### config.mk
export PLATFORM = sky130hd
export DESIGN_NAME = sobel_back
export DESIGN_NICKNAME = d
export VERILOG_FILES = /design/src/sobel_pkg.sv /design/src/sobel_back.sv
export SDC_FILE = /design/constraint.sdc
export NUM_CORES = 1
export LEC_CHECK = 0
export BUFFER_PORTS_ARGS = -buffer_cell sky130_fd_sc_hd__buf_2
export CAP_MARGIN = 10
export CORE_MARGIN = 10
export CORE_UTILIZATION = 38
export CTS_CLUSTER_SIZE = 8
export DETAILED_ROUTE_END_ITERATION = 7
export PLACE_DENSITY = 0.82
export SKIP_CTS_REPAIR_TIMING = 1
export SLEW_MARGIN = 10
export SYNTH_ARGS = -nofsm -noshare
export SYNTH_HDL_FRONTEND = slang
export SYNTH_SLANG_ARGS = --single-unit
### constraint.sdc
create_clock -name clock -period 2.5 [get_ports clock]
set_input_delay 0.5 -clock clock [delete_from_list [all_inputs] [get_ports clock]]
set_output_delay 0.5 -clock clock [all_outputs]
set_load 0.01 [all_outputs]
### src/sobel_pkg.sv
// ----------------------------------------------------------------------------
// sobel_pkg
// Shared constants, register indexes and types of the Sobel edge magnitude
// block: the window layout and the job record passed from front to back.
// ----------------------------------------------------------------------------
`default_nettype none

package sobel_pkg;

   localparam int MAX_WIDTH_DEFAULT  = 2048;
   localparam int MAX_HEIGHT_DEFAULT = 2048;

   localparam int CHAN_W      = 8;
   localparam int RGB_W       = 3 * CHAN_W;
   localparam int COORD_W     = 11;
   localparam int CSR_DATA_W  = 12;
   localparam int REQ_DATA_W  = 24;
   localparam int RSP_DATA_W  = 48;

   localparam int RESET_WIDTH  = 640;
   localparam int RESET_HEIGHT = 480;

   localparam int QUEUE_DEPTH = 16;

   // Configuration register indexes.
   localparam logic CSR_IMAGE_WIDTH  = 1'b0;
   localparam logic CSR_IMAGE_HEIGHT = 1'b1;

   // Result kinds of one job, in the order they are delivered.
   localparam int RES_FIRST = 0;  // column zero of the previous row
   localparam int RES_INT   = 1;  // interior magnitude
   localparam int RES_SIDE  = 2;  // last column of the previous row
   localparam int RES_CUR   = 3;  // top or bottom row pixel as it arrives
   localparam int RES_COUNT = 4;

   // 3x3 gray window, element 3*row+col, row 0 oldest, col 0 leftmost.
   typedef logic [8:0][CHAN_W-1:0] sobel_window_type;

   typedef struct packed {
      logic [RES_COUNT-1:0] emit;
      logic [RGB_W-1:0]     side_rgb;
      logic [RGB_W-1:0]     cur_rgb;
      logic [COORD_W-1:0]   col_cur;
      logic [COORD_W-1:0]   col_int;
      logic [COORD_W-1:0]   row_cur;
      logic [COORD_W-1:0]   row_prev;
      logic [CHAN_W-1:0]    mag;
   } sobel_job_type;

endpackage

`default_nettype wire

### src/sobel_back.sv
// ----------------------------------------------------------------------------
// sobel_back
// Result sequencer: walks the results of the job at the queue head, one per
// cycle while the output can take one, into the registered response stage.
// ----------------------------------------------------------------------------
`default_nettype none

module sobel_back (
   input  logic                              clock,
   input  logic                              reset,
   input  logic                              head_valid,
   input  sobel_pkg::sobel_job_type          head_job,
   output logic                              pop,
   output logic                              rsp_tvalid,
   input  logic                              rsp_tready,
   output logic [sobel_pkg::RSP_DATA_W-1:0]  rsp_tdata,
   output logic                              rsp_tuser,
   output logic                              rsp_tlast
);

   localparam int NR = sobel_pkg::RES_COUNT;
   localparam int PAD_W = sobel_pkg::RSP_DATA_W - sobel_pkg::RGB_W - 2 * sobel_pkg::COORD_W;

   logic [NR-1:0] done_ff, done_in;
   logic [NR-1:0] remaining, sel, rest;
   logic          slot_free, load;
   logic [sobel_pkg::RGB_W-1:0]   res_rgb;
   logic [sobel_pkg::COORD_W-1:0] res_col, res_row;
   logic          res_border;

   logic          rsp_valid_ff, rsp_valid_in;
   logic [sobel_pkg::RSP_DATA_W-1:0] rsp_data_ff;
   logic          rsp_user_ff, rsp_last_ff;

   assign remaining = head_job.emit & ~done_ff;
   assign rest      = remaining & ~sel;
   assign slot_free = !rsp_valid_ff || rsp_tready;

   always_comb begin
      sel        = '0;
      res_rgb    = head_job.cur_rgb;
      res_col    = head_job.col_cur;
      res_row    = head_job.row_cur;
      res_border = 1'b1;
      priority if (remaining[sobel_pkg::RES_FIRST]) begin
         sel[sobel_pkg::RES_FIRST] = 1'b1;
         res_rgb = head_job.side_rgb;
         res_col = '0;
         res_row = head_job.row_prev;
      end else if (remaining[sobel_pkg::RES_INT]) begin
         sel[sobel_pkg::RES_INT] = 1'b1;
         res_rgb    = {head_job.mag, head_job.mag, head_job.mag};
         res_col    = head_job.col_int;
         res_row    = head_job.row_prev;
         res_border = 1'b0;
      end else if (remaining[sobel_pkg::RES_SIDE]) begin
         sel[sobel_pkg::RES_SIDE] = 1'b1;
         res_rgb = head_job.side_rgb;
         res_row = head_job.row_prev;
      end else if (remaining[sobel_pkg::RES_CUR]) begin
         sel[sobel_pkg::RES_CUR] = 1'b1;
      end else begin
         sel = '0;
      end
   end

   always_comb begin
      done_in = done_ff;
      pop     = 1'b0;
      load    = 1'b0;
      if (head_valid) begin
         if (remaining == '0) begin
            // A pixel that causes no result leaves without using the output.
            pop     = 1'b1;
            done_in = '0;
         end else if (slot_free) begin
            load = 1'b1;
            if (rest == '0) begin
               pop     = 1'b1;
               done_in = '0;
            end else begin
               done_in = done_ff | sel;
            end
         end
      end
      rsp_valid_in = load || (rsp_valid_ff && !rsp_tready);
   end

   always_ff @(posedge clock) begin
      if (reset) begin
         done_ff      <= '0;
         rsp_valid_ff <= 1'b0;
      end else begin
         done_ff      <= done_in;
         rsp_valid_ff <= rsp_valid_in;
      end
   end

   always_ff @(posedge clock) begin
      if (load) begin
         rsp_data_ff <= {{PAD_W{1'b0}}, res_row, res_col, res_rgb};
         rsp_user_ff <= res_border;
         rsp_last_ff <= rest == '0;
      end
   end

   assign rsp_tvalid = rsp_valid_ff;
   assign rsp_tdata  = rsp_data_ff;
   assign rsp_tuser  = rsp_user_ff;
   assign rsp_tlast  = rsp_last_ff;

endmodule

`default_nettype wire

==> results.txt <==
global-route wire length before repair = 11400 um
CTS root buf = clkbuf_8
drt first pass iters = 4
CTS H-tree lvls = 2
clock share of power = 23.8%
met2 usage = 25.4%
worst-path fanout max = 10
post-synth top area share = 58.9%
Synth-to-Final Area Change = 38.2%
ys flop type = edfxtp_1
post-route ant nets = 0
Pint = 1.46 mW
Syn Area/Cell = 15.8 sq um
GR Layer Usage met1 = 14.4%
FMAX = 462 MHz
total CTS buffers = 5
post-layout power = 1.98 mW
WP data required = 2.00 ns
largest net degree at the start of global routing = 29
fraction of layout cells with a size suffix above 1 = 61.7%
drt total wl = 7590 um
maxcap violations = 0
CTS sink cnt = 53
warnings from Yosys = 0
Setup Viol. Count Final = 0
met3 Track Usage GR = 6.25%
total gr overflow = 0
Core Area = 0.00631 sq mm
GRT Util Overall = 14.2%
Die Wd = 100 um
CP Capture Type = output port
DRC Markers = 0
Tmin final = 2.16 ns
most frequent cells in the layout = buf_2, edfxtp_1, a221o_1
Post-Synthesis Cells = 155
Core Rows = 29
number of vias per cell = 5.16
Synth area leaders = edfxtp_1, a221o_1, mux2_2
Slew @ Worst Pin = 0.957 ns
final period utilization = 86.5%
commonest non-fill, non-tap cell in the layout = buf_2
clock transition at the registers of the reported paths = 0.10 ns
unrepaired setup endpoints after global routing = no
routed len/inst = 19.3 um
Core Util, Final = 53.6%
# nets final = 423
overall die area = 0.0101 sq mm
Yosys reg bits = 53
Max VDD drop = 0.294 mV
CP arrival = 1.66 ns
outcome = finished, final reports clean
n_diodes = 0
largest area contributor in the netlist = edfxtp_1
sequential share of the synthesized area = 63.0%
io pins = 160
leakage = 1.52 nW
Reg power frac = 54.7%
Mapped Area = 0.00245 sq mm
worst skew pair latency = 0.30 ns
Net Sw Frac = 26.3%
FILL cells = 559
CTS Buffer Depth = 2
asr flop ratio synth = 0%
vias in the first global route = 2256
DR vias = 2029
Most Used Layer, Global Route = met2
Clock Skew = 0.00478 ns
Setup Crit Path Kind = register to output port
drt initial violations = 91
PortBufs = 157
Comb pwr share = 21.5%
GPL Wtd Cong = 0.796
min-delay worst type = primary input to register
Initial Util = 38.8%
Pins Over Slew Limit = 0
CTS tree = built
P per Cell Area = 586 mW/mm^2
crit path launch type = register
Max-slew headroom = 36.2%
die height = 100 um
Detailed Place HPWL = 6200 um
number of flops mapped to enable cells by yosys = 48
initial antenna violation count = 0
Synth cell types = 32
Final Hold Viols = 0
P_sw = 0.521 mW
setup_tns = 0 ns
cell type report:
cell class	count	area (sq um)	share of cell area (%)
timing repair buffer	163	843	24.9
clock buffer	5	68.8	2.03
clock inverter	3	12.5	0.370
multi-input combinational	87	802	23.7
tap	77	96.3	2.85
inverter	5	18.8	0.555
sequential	53	1540	45.6
cells by family (layout without fill, tap and decap cells):
logic type	count (synthesis)	after routing	share of synthesized area, %
AO/OA/AOI/OAI	48	48	19.1
adder cells (fa/ha/maj)	1	1	0.460
buffers and inverters	16	176	4.44
flip-flops	53	53	63.0
multiplexers	11	11	5.06
other	1	2	0.153
AND/OR/NAND/NOR	25	25	7.82
critical path, stage by stage, from the launching register on:
cell and delay [ns]:
dfxtp_1 0.40, nor2b_4 0.08, nor3_4 0.42, o21ai_0 0.18
a21oi_1 0.13, buf_2 0.15
worst paths after layout:
path,start,endpoint,slack (ns),depth (start not counted)
worst max-delay path,done_ff[0],pop,0.34,5
worst min-delay path,reset,rsp_tvalid,0.37,2
worst max register to register,done_ff[0],rsp_tdata[42],0.65,4
worst min register to register,done_ff[3],done_ff[3],0.48,1
synth_stat cells, types with 2 or more instances:
cell type	count
nand2b_1	4
buf_2	3
a22o_1	11
nor2_1	3
dfxtp_1	5
buf_4	2
o211ai_1	2
mux2_2	11
a21oi_1	2
buf_6	5
nor2b_4	2
a221o_1	24
nor3_4	2
edfxtp_1	48
a211oi_2	3
inv_1	5
and3_1	8
power groups by stage:
stage | sequential, mW | clock (mW) | combinational (mW)
2_1_floorplan | 1.15 | 0 | 0.192
3_3_place_gp | 1.10 | 0 | 0.421
3_5_place_dp | 1.11 | 0 | 0.433
4_1_cts | 1.09 | 0.483 | 0.434
5_1_grt | 1.09 | 0.516 | 0.465
6_report | 1.09 | 0.472 | 0.426
state kept, by name, indices dropped and copies added (netlist names):
name / flops
done_ff: 4
rsp_tdata: 46
rsp_tlast: 1
rsp_tuser: 1
rsp_tvalid: 1
routing by layer:
metal / vias up / share of wire [%] / routed length, um
met5: - / 0 / 0
met4: 0 / 1.4 / 104
met3: 10 / 10 / 775
met2: 118 / 51 / 3880
met1: 943 / 37 / 2830
li1: 958 / - / -
through the flow:
step | area [sq um] | hold slack [ns] | setup WS, ns | std cells
after global placement | 3300 | 0.464 | 0.390 | 385
after floorplan | 2450 | 0.456 | 0.0775 | 156
after global routing | 3380 | 0.357 | 0.193 | 393
after CTS | 3380 | 0.368 | 0.296 | 393
final | 3380 | 0.375 | 0.337 | 393
after detailed placement | 3300 | 0.473 | 0.327 | 385
Note: power is estimated with default switching activity, not from simulation.
