--- src/sobel_pkg.sv ---
// ----------------------------------------------------------------------------
// sobel_pkg
// Shared constants, register indexes and types of the Sobel edge magnitude
// block: the window layout and the job record passed from front to back.
// ----------------------------------------------------------------------------
`default_nettype none

package sobel_pkg;

   localparam int MAX_WIDTH_DEFAULT  = 2048;
   localparam int MAX_HEIGHT_DEFAULT = 2048;

   localparam int CHAN_W      = 8;
   localparam int RGB_W       = 3 * CHAN_W;
   localparam int COORD_W     = 11;
   localparam int CSR_DATA_W  = 12;
   localparam int REQ_DATA_W  = 24;
   localparam int RSP_DATA_W  = 48;

   localparam int RESET_WIDTH  = 640;
   localparam int RESET_HEIGHT = 480;

   localparam int QUEUE_DEPTH = 16;

   // Configuration register indexes.
   localparam logic CSR_IMAGE_WIDTH  = 1'b0;
   localparam logic CSR_IMAGE_HEIGHT = 1'b1;

   // Result kinds of one job, in the order they are delivered.
   localparam int RES_FIRST = 0;  // column zero of the previous row
   localparam int RES_INT   = 1;  // interior magnitude
   localparam int RES_SIDE  = 2;  // last column of the previous row
   localparam int RES_CUR   = 3;  // top or bottom row pixel as it arrives
   localparam int RES_COUNT = 4;

   // 3x3 gray window, element 3*row+col, row 0 oldest, col 0 leftmost.
   typedef logic [8:0][CHAN_W-1:0] sobel_window_type;

   typedef struct packed {
      logic [RES_COUNT-1:0] emit;
      logic [RGB_W-1:0]     side_rgb;
      logic [RGB_W-1:0]     cur_rgb;
      logic [COORD_W-1:0]   col_cur;
      logic [COORD_W-1:0]   col_int;
      logic [COORD_W-1:0]   row_cur;
      logic [COORD_W-1:0]   row_prev;
      logic [CHAN_W-1:0]    mag;
   } sobel_job_type;

endpackage

`default_nettype wire

--- src/sobel_queue.sv ---
// ----------------------------------------------------------------------------
// sobel_queue
// Short job queue between the front pipeline and the result sequencer. The
// front reserves a slot at accept time, so a push always finds room.
// ----------------------------------------------------------------------------
`default_nettype none

module sobel_queue (
   input  logic                      clock,
   input  logic                      reset,
   input  logic                      push,
   input  sobel_pkg::sobel_job_type  push_job,
   input  logic                      pop,
   output logic                      head_valid,
   output sobel_pkg::sobel_job_type  head_job
);

   localparam int QAW = $clog2(sobel_pkg::QUEUE_DEPTH);

   sobel_pkg::sobel_job_type entry_ff [sobel_pkg::QUEUE_DEPTH];
   logic [QAW-1:0] wr_ptr_ff, wr_ptr_in;
   logic [QAW-1:0] rd_ptr_ff, rd_ptr_in;
   logic [QAW:0]   count_ff, count_in;

   assign wr_ptr_in = push ? wr_ptr_ff + QAW'(1) : wr_ptr_ff;
   assign rd_ptr_in = pop ? rd_ptr_ff + QAW'(1) : rd_ptr_ff;
   assign count_in  = count_ff + (QAW + 1)'(push) - (QAW + 1)'(pop);

   always_ff @(posedge clock) begin
      if (reset) begin
         wr_ptr_ff <= '0;
         rd_ptr_ff <= '0;
         count_ff  <= '0;
      end else begin
         wr_ptr_ff <= wr_ptr_in;
         rd_ptr_ff <= rd_ptr_in;
         count_ff  <= count_in;
      end
   end

   always_ff @(posedge clock) begin
      if (push) begin
         entry_ff[wr_ptr_ff] <= push_job;
      end
   end

   assign head_valid = count_ff != '0;
   assign head_job   = entry_ff[rd_ptr_ff];

endmodule

`default_nettype wire

--- config.mk ---
export PLATFORM = sky130hd
export DESIGN_NAME = sobel_queue
export DESIGN_NICKNAME = d
export VERILOG_FILES = /design/src/sobel_pkg.sv /design/src/sobel_queue.sv
export SDC_FILE = /design/constraint.sdc
export NUM_CORES = 1
export LEC_CHECK = 0
export CORE_MARGIN = 2
export CORE_UTILIZATION = 55
export CTS_BUF_LIST = sky130_fd_sc_hd__clkbuf_16
export DETAILED_ROUTE_END_ITERATION = 8
export DONT_BUFFER_PORTS = 1
export GPL_TIMING_DRIVEN = 0
export PLACE_DENSITY = 0.7
export SLEW_MARGIN = 0
export SYNTH_ARGS = -nofsm -noshare
export SYNTH_HDL_FRONTEND = slang
export SYNTH_SLANG_ARGS = --single-unit
--- constraint.sdc ---
create_clock -name clock -period 6.85 [get_ports clock]
set_clock_uncertainty 0.15 [all_clocks]
set_input_delay 0.685 -clock clock [delete_from_list [all_inputs] [get_ports clock]]
set_output_delay 0.685 -clock clock [all_outputs]
set_load 0.01 [all_outputs]
==> out/metrics.csv <==
stage,metric,value,unit
logic_synthesis,largest_area_contributor_in_the_netlist,edfxtp_1,
worst_setup_path,timing.critical_path.to_type,output pin,
final_layout,final_core_util,63.1,%
timing,slew_violations,0,
worst_setup_path,worst_setup_path_start_kind,flop,
die,die_y,342,µm
worst_setup_path,crit_path_top_delay_cell,clkbuf_1,
timing,worst_hold_slack,0.0550,ns
drt,first_iter_violations,3366,
pwr,power.sequential.fraction,53.5,%
die,die-area,0.117,mm²
logic_synthesis,yosysUniqueCellTypes,28,
logic_synthesis,netlist_area,0.0629,mm²
grt,grt_use_met3,5.78,%
final_layout,drive_gt1_share,24.1,%
drt,ant_nets,0,
grt,global_route.overflow_total,0,
worst_setup_path,crit_path_max_fanout,11,
logic_synthesis,synthesized_area_fraction_occupied_by_ao_oa_aoi_and_oai_cells,2.52,%
worst_setup_path,timing.critical_path.cells,"buf_2, buf_2, clkbuf_1, mux4_2, a22oi_1, nand2_1",
cts,buffer_depth_of_the_longest_clock_path,3,
timing,report.final.hold_viol_count,0,
pwr,design_power_total,21.5,mW
die,core-area,0.114,mm²
cts,resized_cells_post_cts,0,
logic_synthesis,xor_xnor_share_of_the_synthesized_area,0.125,%
timing,finalCritPeriodShare,66.8,%
pwr,cell_internal_pwr,16.9,mW
drt,drc_errors,0,
timing,rsz_0062_raised_after_global_routing,no,
pwr,share_comb_of_total_power,7.3,%
grt,maximum_number_of_pins_on_one_net_before_global_route_repair,50,
logic_synthesis,yosys-mux-area-fraction,14.9,%
final_layout,layout_net_count,3057,
grt,grt_pass1_wl,207000,µm
cts,post-cts-setup-buffer-count,0,
placed_design,port_buffers,0,
die,core.rowCount,124,
drt,detailroute.via_count,29193,
grt,grt_pass1_vias,30404,
grt,global_route.usage.total,24.8,%
logic_synthesis,synth.net_count,2752,
logic_synthesis,synth.ff_latch_count,1681,
timing,worst_pin_slew,1.27,ns
pwr,leakage,22.3,nW
status,outcome,completed,
pwr,netSwitchingPower,4.57,mW
worst_hold_path,min_path_type,primary input to flop,
logic_synthesis,post_synth_and_or_nand_nor_area_fraction,1.01,%
logic_synthesis,post_synthesis_adder_cell_area_fraction,0.250,%
worst_setup_path,cp.required,6.01,ns
drt,drt_wl_total,143000,µm
logic_synthesis,avgSynthCellArea,23.9,µm²
logic_synthesis,synth_top_area_share,79.4,%
grt,grtUsageMet2,41.2,%
grt,grt.busiest_layer,met2,
grt,met1_usage,33.5,%
worst_setup_path,critPathMaxStageDelay,0.72,ns
drt,routed_wire_length_per_instance,31.3,µm
worst_setup_path,r2r_slack,4.30,ns
flow_run,max_cap_violations,0,
pwr,p_clk_share,39.1,%
timing,setup-tns-final,0,ns
timing,timing.final.setup_violations,0,
drt,drt-vias-per-instance,6.37,
cts,insertion_delay,0.74,ns
die,top_level_ports,213,
pwr,power_density,299,mW/mm²
final_layout,areaGrowthSynthToFinish,14.2,%
die,start_util,55.3,%
logic_synthesis,syn_inst,2632,
logic_synthesis,ys.warnings.count,0,
logic_synthesis,synthTopCellsByArea,"edfxtp_1 79%, mux4_2 15%, a22oi_1 2.5%, nand2_1 0.64%, dfxtp_1 0.54%",
timing,max_slew_margin,15.4,%
final_layout,n_fill_cell,7387,
cts,cts-hold-fix-buffers,107,
worst_setup_path,cp_top_family,buffers and inverters,
worst_setup_path,combined_buffer_and_inverter_count_along_the_critical_path,3,
cts,cts_num_sinks,1681,
pwr,peak_supply_drop,0.306,mV
logic_synthesis,ys_seq_area_share,79.9,%
pwr,power.share.switching,21.3,%
placed_design,post_detail_place_hpwl,83100,µm
cts,cts_root_buf,clkbuf_16,
cts,h-tree-depth,4,
cts,total_clock_buffers_created_by_cts,164,
placed_design,final_gp_congestion,0.766,
timing,clock.fmax,219,MHz
worst_setup_path,critical_path_class,flop to output pin,
die,chipWidth,342,µm
grt,grt_antenna_before_repair,11,
worst_setup_path,crit_top_cell,buf_2,
cts,cts.reportedPaths.clkPinSlew,0.06,ns
final_layout,final-instance-count-excl-fill,4582,
logic_synthesis,largest_family_of_logic_cells_by_synthesized_area,multiplexers,
drt,drt-pass1-iter-count,8,
worst_setup_path,worstPathArrival,3.74,ns
cts,tritoncts,yes,
placed_design,placed_cells_incl_taps,4176,
timing,finalWorstPathRequiredPeriod,4.57,ns
-- kinds of logic (layout without fill, tap and decap cells) --
family | count (synthesis) | count (layout)
simple gates | 150 | 150
compound gates | 213 | 213
xor+xnor | 9 | 9
fa+ha+maj | 12 | 12
flops | 1681 | 1681
other cells | 0 | 6
buf+inv | 149 | 581
mux | 418 | 418
-- cells in the final DEF, fill, tap and decap left out, types with 4 or more instances in the layout --
cell type / netlist / layout
a22oi_1: 208 / 208
and2_4: 0 / 16
buf_1: 9 / 9
buf_16: 0 / 32
buf_2: 29 / 29
buf_4: 4 / 4
buf_6: 24 / 24
bufinv_16: 0 / 9
clkbuf_1: 75 / 74
clkbuf_16: 0 / 169
clkinv_1: 0 / 35
clkinv_2: 0 / 30
dfxtp_1: 17 / 17
diode_2: 0 / 6
dlygate4sd3_1: 0 / 107
edfxtp_1: 1664 / 1664
ha_1: 11 / 11
inv_1: 8 / 49
mux4_2: 416 / 416
nand2_1: 107 / 107
nor2_1: 15 / 15
nor2b_1: 4 / 4
xnor2_1: 4 / 4
xor2_1: 5 / 5
-- cell usage after synthesis --
| cell type | n |
|---|---|
| nand3_1 | 1 |
| and2_1 | 17 |
| nor3b_1 | 1 |
| a21oi_1 | 3 |
| fa_1 | 1 |
| mux2i_1 | 2 |
| nor2b_1 | 4 |
| nor2_1 | 15 |
| a21o_1 | 1 |
| clkbuf_1 | 75 |
| or3_1 | 1 |
| buf_2 | 29 |
| and3b_1 | 1 |
| o21ai_0 | 1 |
| buf_1 | 9 |
| ha_1 | 11 |
| dfxtp_1 | 17 |
| and3_1 | 1 |
| a22oi_1 | 208 |
| mux4_2 | 416 |
| edfxtp_1 | 1664 |
| nand2_1 | 107 |
| xnor2_1 | 4 |
| buf_4 | 4 |
| xor2_1 | 5 |
| inv_1 | 8 |
| buf_6 | 24 |
| nand4_1 | 2 |
-- worst paths after layout --
check | startpoint | to | cells after the start
worst min-delay path | pop | flop | 2
worst min register to register | rd_ptr_ff[0] | rd_ptr_ff[0] | 2
worst max register to register | wr_ptr_ff[0] | entry_ff[15][72] | 4
worst max-delay path | flop | head_job[92] | 6
-- stage by stage --
stage                     worst slack, ns  area (µm²)
after floorplan                      2.56       62900
after global placement             -0.392       64800
after detailed placement             3.00       65800
after CTS                            2.17       71800
after global routing                 2.18       71900
final                                2.28       71900
-- registers in the layout, indices dropped and copies added (netlist names), named ones only --
register and cells:
count_ff 5, entry_ff 1664, rd_ptr_ff 4, wr_ptr_ff 4
-- power groups by stage --
stage               sequential (mW)  clock (mW)  combinational [mW]
floorplan                      11.7           0                1.00
global placement               11.7           0                1.37
detailed placement             11.7           0                1.42
CTS                            11.5        8.52                1.60
global route                   11.5        8.91                1.69
finish                         11.5        8.40                1.58
-- per-layer routing --
| layer | vias to the layer above | wire [µm] |
|---|---|---|
| met1 | 15518 | 54100 |
| met3 | 234 | 13400 |
| met2 | 1471 | 72500 |
| li1 | 11958 | - |
| met5 | - | 60 |
| met4 | 12 | 3200 |
-- cell type report --
class | instances | area [µm²] | share of cell area, %
Clock buffer | 169 | 4230 | 5.89
Buffer | 141 | 762 | 1.06
Timing Repair Buffer | 139 | 1950 | 2.72
Antenna cell | 6 | 15.0 | 0.0209
Sequential cell | 1681 | 50300 | 70.0
Inverter | 8 | 30.0 | 0.0418
Clock inverter | 124 | 783 | 1.09
Tap cell | 1512 | 1890 | 2.63
Multi-Input combinational cell | 802 | 11900 | 16.5
-- worst reg2reg max path, cell delays in order, from the launching register on --
cell and delay, ns:
dfxtp_1 0.43, ha_1 0.29, and2_4 0.67, buf_16 0.34, buf_16 0.30
Note: power is estimated with default switching activity, not from simulation.
