===== src/sobel_pkg.sv =====
// ----------------------------------------------------------------------------
// sobel_pkg
// Shared constants, register indexes and types of the Sobel edge magnitude
// block: the window layout and the job record passed from front to back.
// ----------------------------------------------------------------------------
`default_nettype none

package sobel_pkg;

   localparam int MAX_WIDTH_DEFAULT  = 2048;
   localparam int MAX_HEIGHT_DEFAULT = 2048;

   localparam int CHAN_W      = 8;
   localparam int RGB_W       = 3 * CHAN_W;
   localparam int COORD_W     = 11;
   localparam int CSR_DATA_W  = 12;
   localparam int REQ_DATA_W  = 24;
   localparam int RSP_DATA_W  = 48;

   localparam int RESET_WIDTH  = 640;
   localparam int RESET_HEIGHT = 480;

   localparam int QUEUE_DEPTH = 16;

   // Configuration register indexes.
   localparam logic CSR_IMAGE_WIDTH  = 1'b0;
   localparam logic CSR_IMAGE_HEIGHT = 1'b1;

   // Result kinds of one job, in the order they are delivered.
   localparam int RES_FIRST = 0;  // column zero of the previous row
   localparam int RES_INT   = 1;  // interior magnitude
   localparam int RES_SIDE  = 2;  // last column of the previous row
   localparam int RES_CUR   = 3;  // top or bottom row pixel as it arrives
   localparam int RES_COUNT = 4;

   // 3x3 gray window, element 3*row+col, row 0 oldest, col 0 leftmost.
   typedef logic [8:0][CHAN_W-1:0] sobel_window_type;

   typedef struct packed {
      logic [RES_COUNT-1:0] emit;
      logic [RGB_W-1:0]     side_rgb;
      logic [RGB_W-1:0]     cur_rgb;
      logic [COORD_W-1:0]   col_cur;
      logic [COORD_W-1:0]   col_int;
      logic [COORD_W-1:0]   row_cur;
      logic [COORD_W-1:0]   row_prev;
      logic [CHAN_W-1:0]    mag;
   } sobel_job_type;

endpackage

`default_nettype wire


===== src/sobel_mag.sv =====
// ----------------------------------------------------------------------------
// sobel_mag
// Pipelined Sobel gradient and magnitude: absolute sums, squares, their sum
// with saturation, then an eight-stage integer square root.
// ----------------------------------------------------------------------------
`default_nettype none

module sobel_mag (
   input  logic                         clock,
   input  logic                         reset,
   input  logic                         in_valid,
   input  sobel_pkg::sobel_window_type  in_window,
   input  sobel_pkg::sobel_job_type     in_job,
   output logic                         out_valid,
   output sobel_pkg::sobel_job_type     out_job
);

   localparam int RAD_W = 16;
   localparam int STEPS = RAD_W / 2;
   localparam int CH    = sobel_pkg::CHAN_W;

   logic signed [10:0] p [9];
   logic signed [10:0] gx, gy;
   logic [9:0]  ax_in, ay_in;

   logic        v1_ff, v2_ff;
   sobel_pkg::sobel_job_type job1_ff, job2_ff;
   logic [9:0]  ax_ff, ay_ff;
   logic [19:0] sqx_ff, sqy_ff;
   logic [20:0] sq_sum;

   logic                      vld_ff  [STEPS+1];
   logic                      sat_ff  [STEPS+1];
   logic [RAD_W-1:0]          rem_ff  [STEPS+1];
   logic [RAD_W:0]            root_ff [STEPS+1];
   sobel_pkg::sobel_job_type  job_ff  [STEPS+1];

   always_comb begin
      for (int k = 0; k < 9; k++) begin
         p[k] = $signed({3'b000, in_window[k]});
      end
   end

   assign gx = (p[2] - p[0]) + ((p[5] - p[3]) <<< 1) + (p[8] - p[6]);
   assign gy = (p[6] + (p[7] <<< 1) + p[8]) - (p[0] + (p[1] <<< 1) + p[2]);
   assign ax_in = (gx < 0) ? 10'(-gx) : 10'(gx);
   assign ay_in = (gy < 0) ? 10'(-gy) : 10'(gy);
   assign sq_sum = 21'(sqx_ff) + 21'(sqy_ff);

   always_ff @(posedge clock) begin
      if (reset) begin
         v1_ff     <= 1'b0;
         v2_ff     <= 1'b0;
         vld_ff[0] <= 1'b0;
      end else begin
         v1_ff     <= in_valid;
         v2_ff     <= v1_ff;
         vld_ff[0] <= v2_ff;
      end
   end

   always_ff @(posedge clock) begin
      ax_ff      <= ax_in;
      ay_ff      <= ay_in;
      job1_ff    <= in_job;
      sqx_ff     <= 20'(ax_ff) * 20'(ax_ff);
      sqy_ff     <= 20'(ay_ff) * 20'(ay_ff);
      job2_ff    <= job1_ff;
      // Any radicand from 2**16 up has a root above 255.
      sat_ff[0]  <= |sq_sum[20:RAD_W];
      rem_ff[0]  <= sq_sum[RAD_W-1:0];
      root_ff[0] <= '0;
      job_ff[0]  <= job2_ff;
   end

   for (genvar k = 0; k < STEPS; k++) begin : g_root
      localparam logic [RAD_W:0] STEP_BIT = (RAD_W + 1)'(1) << (RAD_W - 2 - 2 * k);
      logic [RAD_W:0]   trial;
      logic [RAD_W-1:0] rem_in;
      logic [RAD_W:0]   root_in;

      assign trial = root_ff[k] + STEP_BIT;

      always_comb begin
         if ({1'b0, rem_ff[k]} >= trial) begin
            rem_in  = rem_ff[k] - trial[RAD_W-1:0];
            root_in = (root_ff[k] >> 1) + STEP_BIT;
         end else begin
            rem_in  = rem_ff[k];
            root_in = root_ff[k] >> 1;
         end
      end

      always_ff @(posedge clock) begin
         if (reset) begin
            vld_ff[k+1] <= 1'b0;
         end else begin
            vld_ff[k+1] <= vld_ff[k];
         end
      end

      always_ff @(posedge clock) begin
         rem_ff[k+1]  <= rem_in;
         root_ff[k+1] <= root_in;
         sat_ff[k+1]  <= sat_ff[k];
         job_ff[k+1]  <= job_ff[k];
      end
   end

   always_comb begin
      out_job     = job_ff[STEPS];
      out_job.mag = sat_ff[STEPS] ? {CH{1'b1}} : root_ff[STEPS][CH-1:0];
   end

   assign out_valid = vld_ff[STEPS];

endmodule

`default_nettype wire


===== config.mk =====
export PLATFORM = sky130hd
export DESIGN_NAME = sobel_mag
export DESIGN_NICKNAME = d
export VERILOG_FILES = /design/src/sobel_pkg.sv /design/src/sobel_mag.sv
export SDC_FILE = /design/constraint.sdc
export NUM_CORES = 1
export LEC_CHECK = 0
export BUFFER_PORTS_ARGS = -buffer_cell sky130_fd_sc_hd__buf_2
export CAP_MARGIN = 10
export CORE_MARGIN = 10
export CORE_UTILIZATION = 40
export CTS_CLUSTER_DIAMETER = 30
export DETAILED_ROUTE_END_ITERATION = 8
export HOLD_SLACK_MARGIN = 0.03
export SLEW_MARGIN = 10
export SYNTH_ARGS = -nofsm -noshare
export SYNTH_HDL_FRONTEND = slang
export SYNTH_SLANG_ARGS = --single-unit

===== constraint.sdc =====
create_clock -name clock -period 5 [get_ports clock]
set_input_delay 1 -clock clock [delete_from_list [all_inputs] [get_ports clock]]
set_output_delay 1 -clock clock [all_outputs]
set_load 0.005 [all_outputs]

==> flow_metrics.tcl, run 1 <==
set metrics [dict create \
    drcViolationCount 0 \
    grt_usage_pct 10.1 \
    async_flop_share_pct 0 \
    drt_first_iter_violations 712 \
    synth_xor_area_share_pct 2.82 \
    crit_fanout 4 \
    syn_nets 3374 \
    antennaDiodeCount 0 \
    routed_wl_microns 54000 \
    post-place-cells 4316 \
    portBuffers 267 \
    worst_pin_slew_ns 0.990 \
    fin_cells 4684 \
    yosys.area_share.simple_pct 5.58 \
    holdBufCountCts 0 \
    crit_top_cell "fa_1" \
    cts_root_buf "clkbuf_16" \
    rows 113 \
    synthCells 2857 \
    htree_levels 4 \
    antenna_found_initial 6 \
    grt_pass1_vias 19400 \
    dp_hpwl_microns 38200 \
    slew_headroom_pct 33.6 \
    layout-drive-gt1-share_pct 22.7 \
    die_w_microns 329 \
    syn_to_final_growth_pct 25.3 \
    clk_pin_slew_ns 0.06 \
    critPathSlowestCell "fa_2" \
    ys_seq_area_share_pct 68.2 \
    fmax_mhz 207 \
    netlist_area_sq_um 38100 \
    synth_seq_cells 1298 \
    synth_adder_area_share_pct 13.8 \
    drtAntennaViolNets 0 \
    core_area_sq_um 94700 \
    cp.arrival_ns 5.44 \
    synth_mux_area_share_pct 0.371 \
    clk_latency_ns 0.75 \
    crit_path_cell_trace "buf_4, and2_4, fa_2, fa_1, ha_4, fa_1, inv_1, fa_1, inv_1, ha_1, a21o_1, a21oi_2, o21ai_2, o211ai_1, a311oi_1, buf_4, or2_2, a31oi_4, xnor2_1" \
    cts_sinks 1298 \
    synth_top_family_by_area "adder cells" \
    setup_viol 0 \
    synth-compound-area-share_pct 3.89 \
    critPathMaxStageDelay_ns 0.54 \
    yosysWarnings 0 \
    finalCritPeriodShare_pct 96.7 \
    numCtsBuffers 195 \
    cp.required_ns 5.60 \
    hold_depth 0 \
    crit_buf_inv 4 \
    cts_tree "yes" \
    num_vias 18900 \
    grt_max_degree 17 \
    finalHoldViolations 0 \
    die_y_microns 329 \
    cap_viol_max_count 0 \
    avgSynthCellArea_sq_um 13.3 \
    grt_pass1_wl_microns 89700 \
    path_delay_family "adder cells" \
    nNetsFinal 3768 \
    synth_edf_count 0 \
    gr-total-overflow 0 \
    routed_via_density 4.04 \
    cts_buffer_depth 3 \
    yosys-top-cells-area "dfxtp_1 (68%), fa_1 (7.2%), ha_1 (6.6%), inv_1 (3.1%), buf_4 (1.9%)" \
    rr_worst_depth 19 \
    initial_core_util_pct 40.2 \
    crit_path_end_kind "flop" \
    synthFlopType "dfxtp_1" \
    slew_viol_final 0 \
    clock_skew_ns 0.0404 \
    io_pins 284 \
    cp.depth 19 \
    gp_congestion 0.807 \
    synth_cell_types 64 \
    firstDrtPassIters 4 \
    post-route-min-period_ns 4.83 \
    crit_type "reg2reg" \
    synth_area_leader_cell "dfxtp_1" \
    hold_path.class "reg2reg" \
    yosysTopAreaCellShare_pct 68.2 \
    finalSetupTns_ns 0 \
    startpoint_type "flop" \
    wire_per_inst_microns 11.5 \
    dieArea_sq_um 108000 \
    status "completed" \
]
-- worst register-to-register path, cell delays in order, from the launching register on --
cell and delay, ns:
dfxtp_2 0.33, buf_4 0.16, and2_4 0.17, fa_2 0.54
fa_1 0.46, ha_4 0.24, fa_1 0.53, inv_1 0.05
fa_1 0.52, inv_1 0.04, ha_1 0.20, a21o_1 0.19
a21oi_2 0.17, o21ai_2 0.09, o211ai_1 0.20, a311oi_1 0.13
buf_4 0.16, or2_2 0.29, a31oi_4 0.14, xnor2_1 0.08
-- stage by stage --
step / util [%] / hold WS, ns / instance area [sq um] / worst slack [ns]
after floorplan: - / 0.310 / 38100 / -0.00356
after detailed placement: 42.9 / 0.312 / 40600 / -0.0706
final: 50.4 / 0.286 / 47800 / 0.166
after CTS: 50.1 / 0.264 / 47500 / 0.00627
after global placement: 42.9 / 0.309 / 40600 / -0.0413
after global routing: 50.4 / 0.277 / 47800 / -0.0108
-- registers in the layout (all words and copies together), names as in the netlist --
| name | flops |
|---|---|
| vld_ff | 9 |
| sat_ff | 9 |
| v1_ff | 1 |
| root_ff | 36 |
| job1_ff | 96 |
| sqy_ff | 19 |
| rem_ff | 128 |
| ax_ff | 10 |
| job2_ff | 96 |
| job_ff | 864 |
| sqx_ff | 19 |
| ay_ff | 10 |
| v2_ff | 1 |
-- synthesized netlist by cell type, drive strengths merged, types with 16 or more instances --
library cell  count
dfxtp          1298
inv             319
ha              200
fa              138
buf              99
nand2            97
xnor2            82
nor2             79
a21oi            60
o21ai            56
and2             54
nor2b            40
xor2             40
nor3             33
o21a             30
clkbuf           29
nand2b           25
a21o             23
or2              16
-- cell usage in the layout, fill, tap and decap left out, types with 7 or more instances in the layout --
cell type	instances
a21o_1	23
a21oi_1	57
and2_1	46
and2_4	8
buf_2	267
buf_4	54
bufinv_16	17
clkbuf_1	14
clkbuf_16	195
clkbuf_8	21
clkinv_2	30
clkinv_4	18
clkinvlp_4	24
dfxtp_1	1283
dfxtp_2	10
fa_1	134
ha_1	189
ha_4	9
inv_1	316
inv_6	24
inv_8	8
mux2_2	9
nand2_1	90
nand2_2	7
nand2b_1	25
nand3_1	10
nor2_1	76
nor2b_1	39
nor3_1	32
nor4_1	11
o211ai_1	7
o21a_1	30
o21ai_0	50
o21bai_1	9
o31ai_1	13
or2_2	16
or3_1	7
xnor2_1	81
xor2_1	40
-- cells by family after synthesis --
kind of cell    after synthesis
simple gates                409
compound gates              230
mux                          13
buf+inv                     447
fa+ha+maj                   338
xor+xnor                    122
flops                      1298
-- timing repair --
item | in CTS | in global routing
resized for setup | 18 | 60
endpoints found under the hold margin | 0 | 0
setup endpoints to repair | 5 | 9
pin swaps | 10 | 33
setup buffers | 0 | 3
-- cell type report --
class / count / area (sq um)
clock buffers: 230 / 5220
clock inverters: 135 / 1610
fillers: 8191 / 47000
inverters: 319 / 1200
multi-input cells: 1112 / 10300
flip-flops and latches: 1298 / 26000
well taps: 1265 / 1580
repair buffers: 325 / 1790
-- layer usage --
metal	vias up	track usage [%]	wire (microns)
met5	-	0	47
met2	358	17.5	27000
li1	9788	-	-
met4	6	5.21	1850
met3	160	3.90	3400
met1	8609	10.6	21600
-- worst paths after layout --
check / from / end / slack (ns)
setup reg to reg: ay_ff[1]$_DFF_P_ / sqy_ff[19]$_DFF_P_ / 0.17
hold / removal: job_ff[0][232]$_DFF_P_ / job_ff[0][336]$_DFF_P_ / 0.29
setup / recovery: ay_ff[1]$_DFF_P_ / sqy_ff[19]$_DFF_P_ / 0.17
hold reg to reg: job_ff[0][232]$_DFF_P_ / job_ff[0][336]$_DFF_P_ / 0.29
Power of run 1 is not shown: default switching activity piles up to over one toggle a cycle in this logic, so the estimate is an artifact.
==> run 2, diff against run 1 <==
--- a/config.mk
+++ b/config.mk
@@ -7,6 +7,7 @@
 export LEC_CHECK = 0
 export BUFFER_PORTS_ARGS = -buffer_cell sky130_fd_sc_hd__buf_2
 export CAP_MARGIN = 10
+export CORE_ASPECT_RATIO = 2
 export CORE_MARGIN = 10
 export CORE_UTILIZATION = 40
 export CTS_CLUSTER_DIAMETER = 30
==> constraint.sdc (replaced) <==
create_clock -name clock -period 5.4 [get_ports clock]
set_input_delay 1.08 -clock clock [delete_from_list [all_inputs] [get_ports clock]]
set_output_delay 1.08 -clock clock [all_outputs]
set_load 0.005 [all_outputs]
==> flow_metrics.tcl, run 2 (same netlist as run 1, synthesis figures left out) <==
set metrics [dict create \
    grt_usage_pct 10.7 \
    layout_commonest_cell "dfxtp_1" \
    drcViolationCount 0 \
    clock_skew_ns 0.0261 \
    holdBufCountCts 0 \
    slew_headroom_pct 28.4 \
    setup_viol 0 \
    grt_pass1_vias 19900 \
    cts_buffer_depth 3 \
    worst_pin_slew_ns 1.07 \
    syn_to_final_growth_pct 18.9 \
    dieArea_sq_um 109000 \
    crit_fanout 6 \
    drtAntennaViolNets 0 \
    antenna_found_initial 7 \
    slew_viol_final 0 \
    startpoint_type "flop" \
    gr-total-overflow 0 \
    cts_sinks 1298 \
    core_area_sq_um 94900 \
    layout-drive-gt1-share_pct 17.7 \
    num_vias 18700 \
    post-route-min-period_ns 5.16 \
    routed_via_density 4.17 \
    die_w_microns 238 \
    die_y_microns 457 \
    grt_pass1_wl_microns 93200 \
    finalSetupTns_ns 0 \
    htree_levels 4 \
    hold_path.class "reg2reg" \
    clk_latency_ns 0.73 \
    cts_root_buf "clkbuf_16" \
    rows 160 \
    mostFrequentLayoutCells "dfxtp_1 (1,292), inv_1 (319), buf_2 (267)" \
    grt_setup_unrepaired "no" \
    initial_core_util_pct 40.2 \
    portBuffers 267 \
    firstDrtPassIters 4 \
    rr_worst_depth 19 \
    hold_depth 0 \
    finalCritPeriodShare_pct 95.6 \
    nNetsFinal 3686 \
    status "completed" \
    numCtsBuffers 137 \
    fmax_mhz 194 \
    gp_congestion 0.815 \
    min_to "job_ff[0][347]$_DFF_P_" \
    antennaDiodeCount 0 \
    r2r-start "ax_ff[2]$_DFF_P_" \
    routed_wl_microns 57000 \
    timing.reg2reg.setup_slack_ns 0.24 \
    io_pins 284 \
    cts_tree "yes" \
    finalHoldViolations 0 \
    largest-register "job_ff" \
    clk_pin_slew_ns 0.06 \
    wire_per_inst_microns 12.7 \
    r2r_end "sqx_ff[17]$_DFF_P_" \
    hold_start "job_ff[0][243]$_DFF_P_" \
    crit_type "reg2reg" \
    cp.required_ns 5.97 \
    crit_path_end_kind "flop" \
    post_cts_buffers 0 \
    drt_first_iter_violations 432 \
    cp.arrival_ns 5.73 \
    cap_viol_max_count 0 \
    grt_max_degree 19 \
    largest_registers "job_ff (864), rem_ff (128)" \
    largest_register_ffs 864 \
    dp_hpwl_microns 42000 \
]
-- run 2: cell count changes in the layout (fill, tap and decap cells not counted), moves of 15 or more --
cell | previous run | this run
buf_4 | 54 | 34
clkbuf_16 | 195 | 139
clkinv_2 | 30 | 8
clkinvlp_4 | 24 | 9
-- run 2: worst max path at each step --
| stage | from | end | slack (ns) | cells past startpoint |
|---|---|---|---|---|
| global route | ax_ff[2]$_DFF_P_ | sqx_ff[17]$_DFF_P_ | 0.009 | 19 |
| finish | ax_ff[2]$_DFF_P_ | sqx_ff[17]$_DFF_P_ | 0.24 | 19 |
| floorplan | ax_ff[0]$_DFF_P_ | sqx_ff[18]$_DFF_P_ | 0.30 | 17 |
| detailed placement | ax_ff[1]$_DFF_P_ | sqx_ff[17]$_DFF_P_ | 0.11 | 19 |
| global placement | ax_ff[1]$_DFF_P_ | sqx_ff[18]$_DFF_P_ | 0.15 | 18 |
| CTS | ax_ff[1]$_DFF_P_ | sqx_ff[17]$_DFF_P_ | 0.06 | 19 |
-- run 2: layer usage --
metal | track usage [%] | up-vias | part of all wire [%]
li1 | - | 9564 | -
met1 | 10.3 | 8606 | 38
met2 | 19.5 | 397 | 52
met3 | 3.68 | 149 | 6.1
met4 | 6.19 | 8 | 4.1
met5 | 0 | - | 0.12
-- run 2: area by class of cell --
cell class / count / area, sq um
clock buffer: 162 / 3660
clock inverter: 88 / 1250
fill: 8485 / 49600
inverter: 319 / 1200
multi-input combinational: 1112 / 10100
sequential: 1298 / 26000
tap: 1215 / 1520
timing repair buffer: 301 / 1590
-- run 2: stage by stage --
stage                     utilization [%]  cells  cell area, sq um  worst slack, ns  hold WS (ns)
after floorplan                         -   2857             38100            0.300         0.310
after global placement               42.6   4245             40400            0.149         0.309
after detailed placement             42.6   4245             40400            0.110         0.312
after CTS                            47.7   4495             45300           0.0610         0.296
after global routing                 47.8   4495             45300          0.00902         0.299
final                                47.8   4495             45300            0.240         0.302
-- run 2: critical path: stages, from the launching register on --
cell,delay (ns)
dfxtp_1,0.49
buf_4,0.21
nand2_1,0.08
inv_1,0.09
fa_1,0.44
fa_1,0.47
ha_1,0.33
fa_1,0.53
inv_1,0.05
fa_1,0.53
inv_1,0.04
ha_1,0.36
and2_1,0.17
o21ai_0,0.12
o21ai_0,0.17
o211ai_1,0.22
nand2b_1,0.11
a211oi_1,0.27
o21ai_0,0.16
xor2_1,0.16
-- run 2: timing repair --
| action | 4_1_cts | 5_1_grt |
|---|---|---|
| setup endpoints to repair | 0 | 8 |
| gates resized for setup | 0 | 9 |
| endpoints found under the hold margin | 0 | 0 |
Power of run 2 is left out for the same reason.
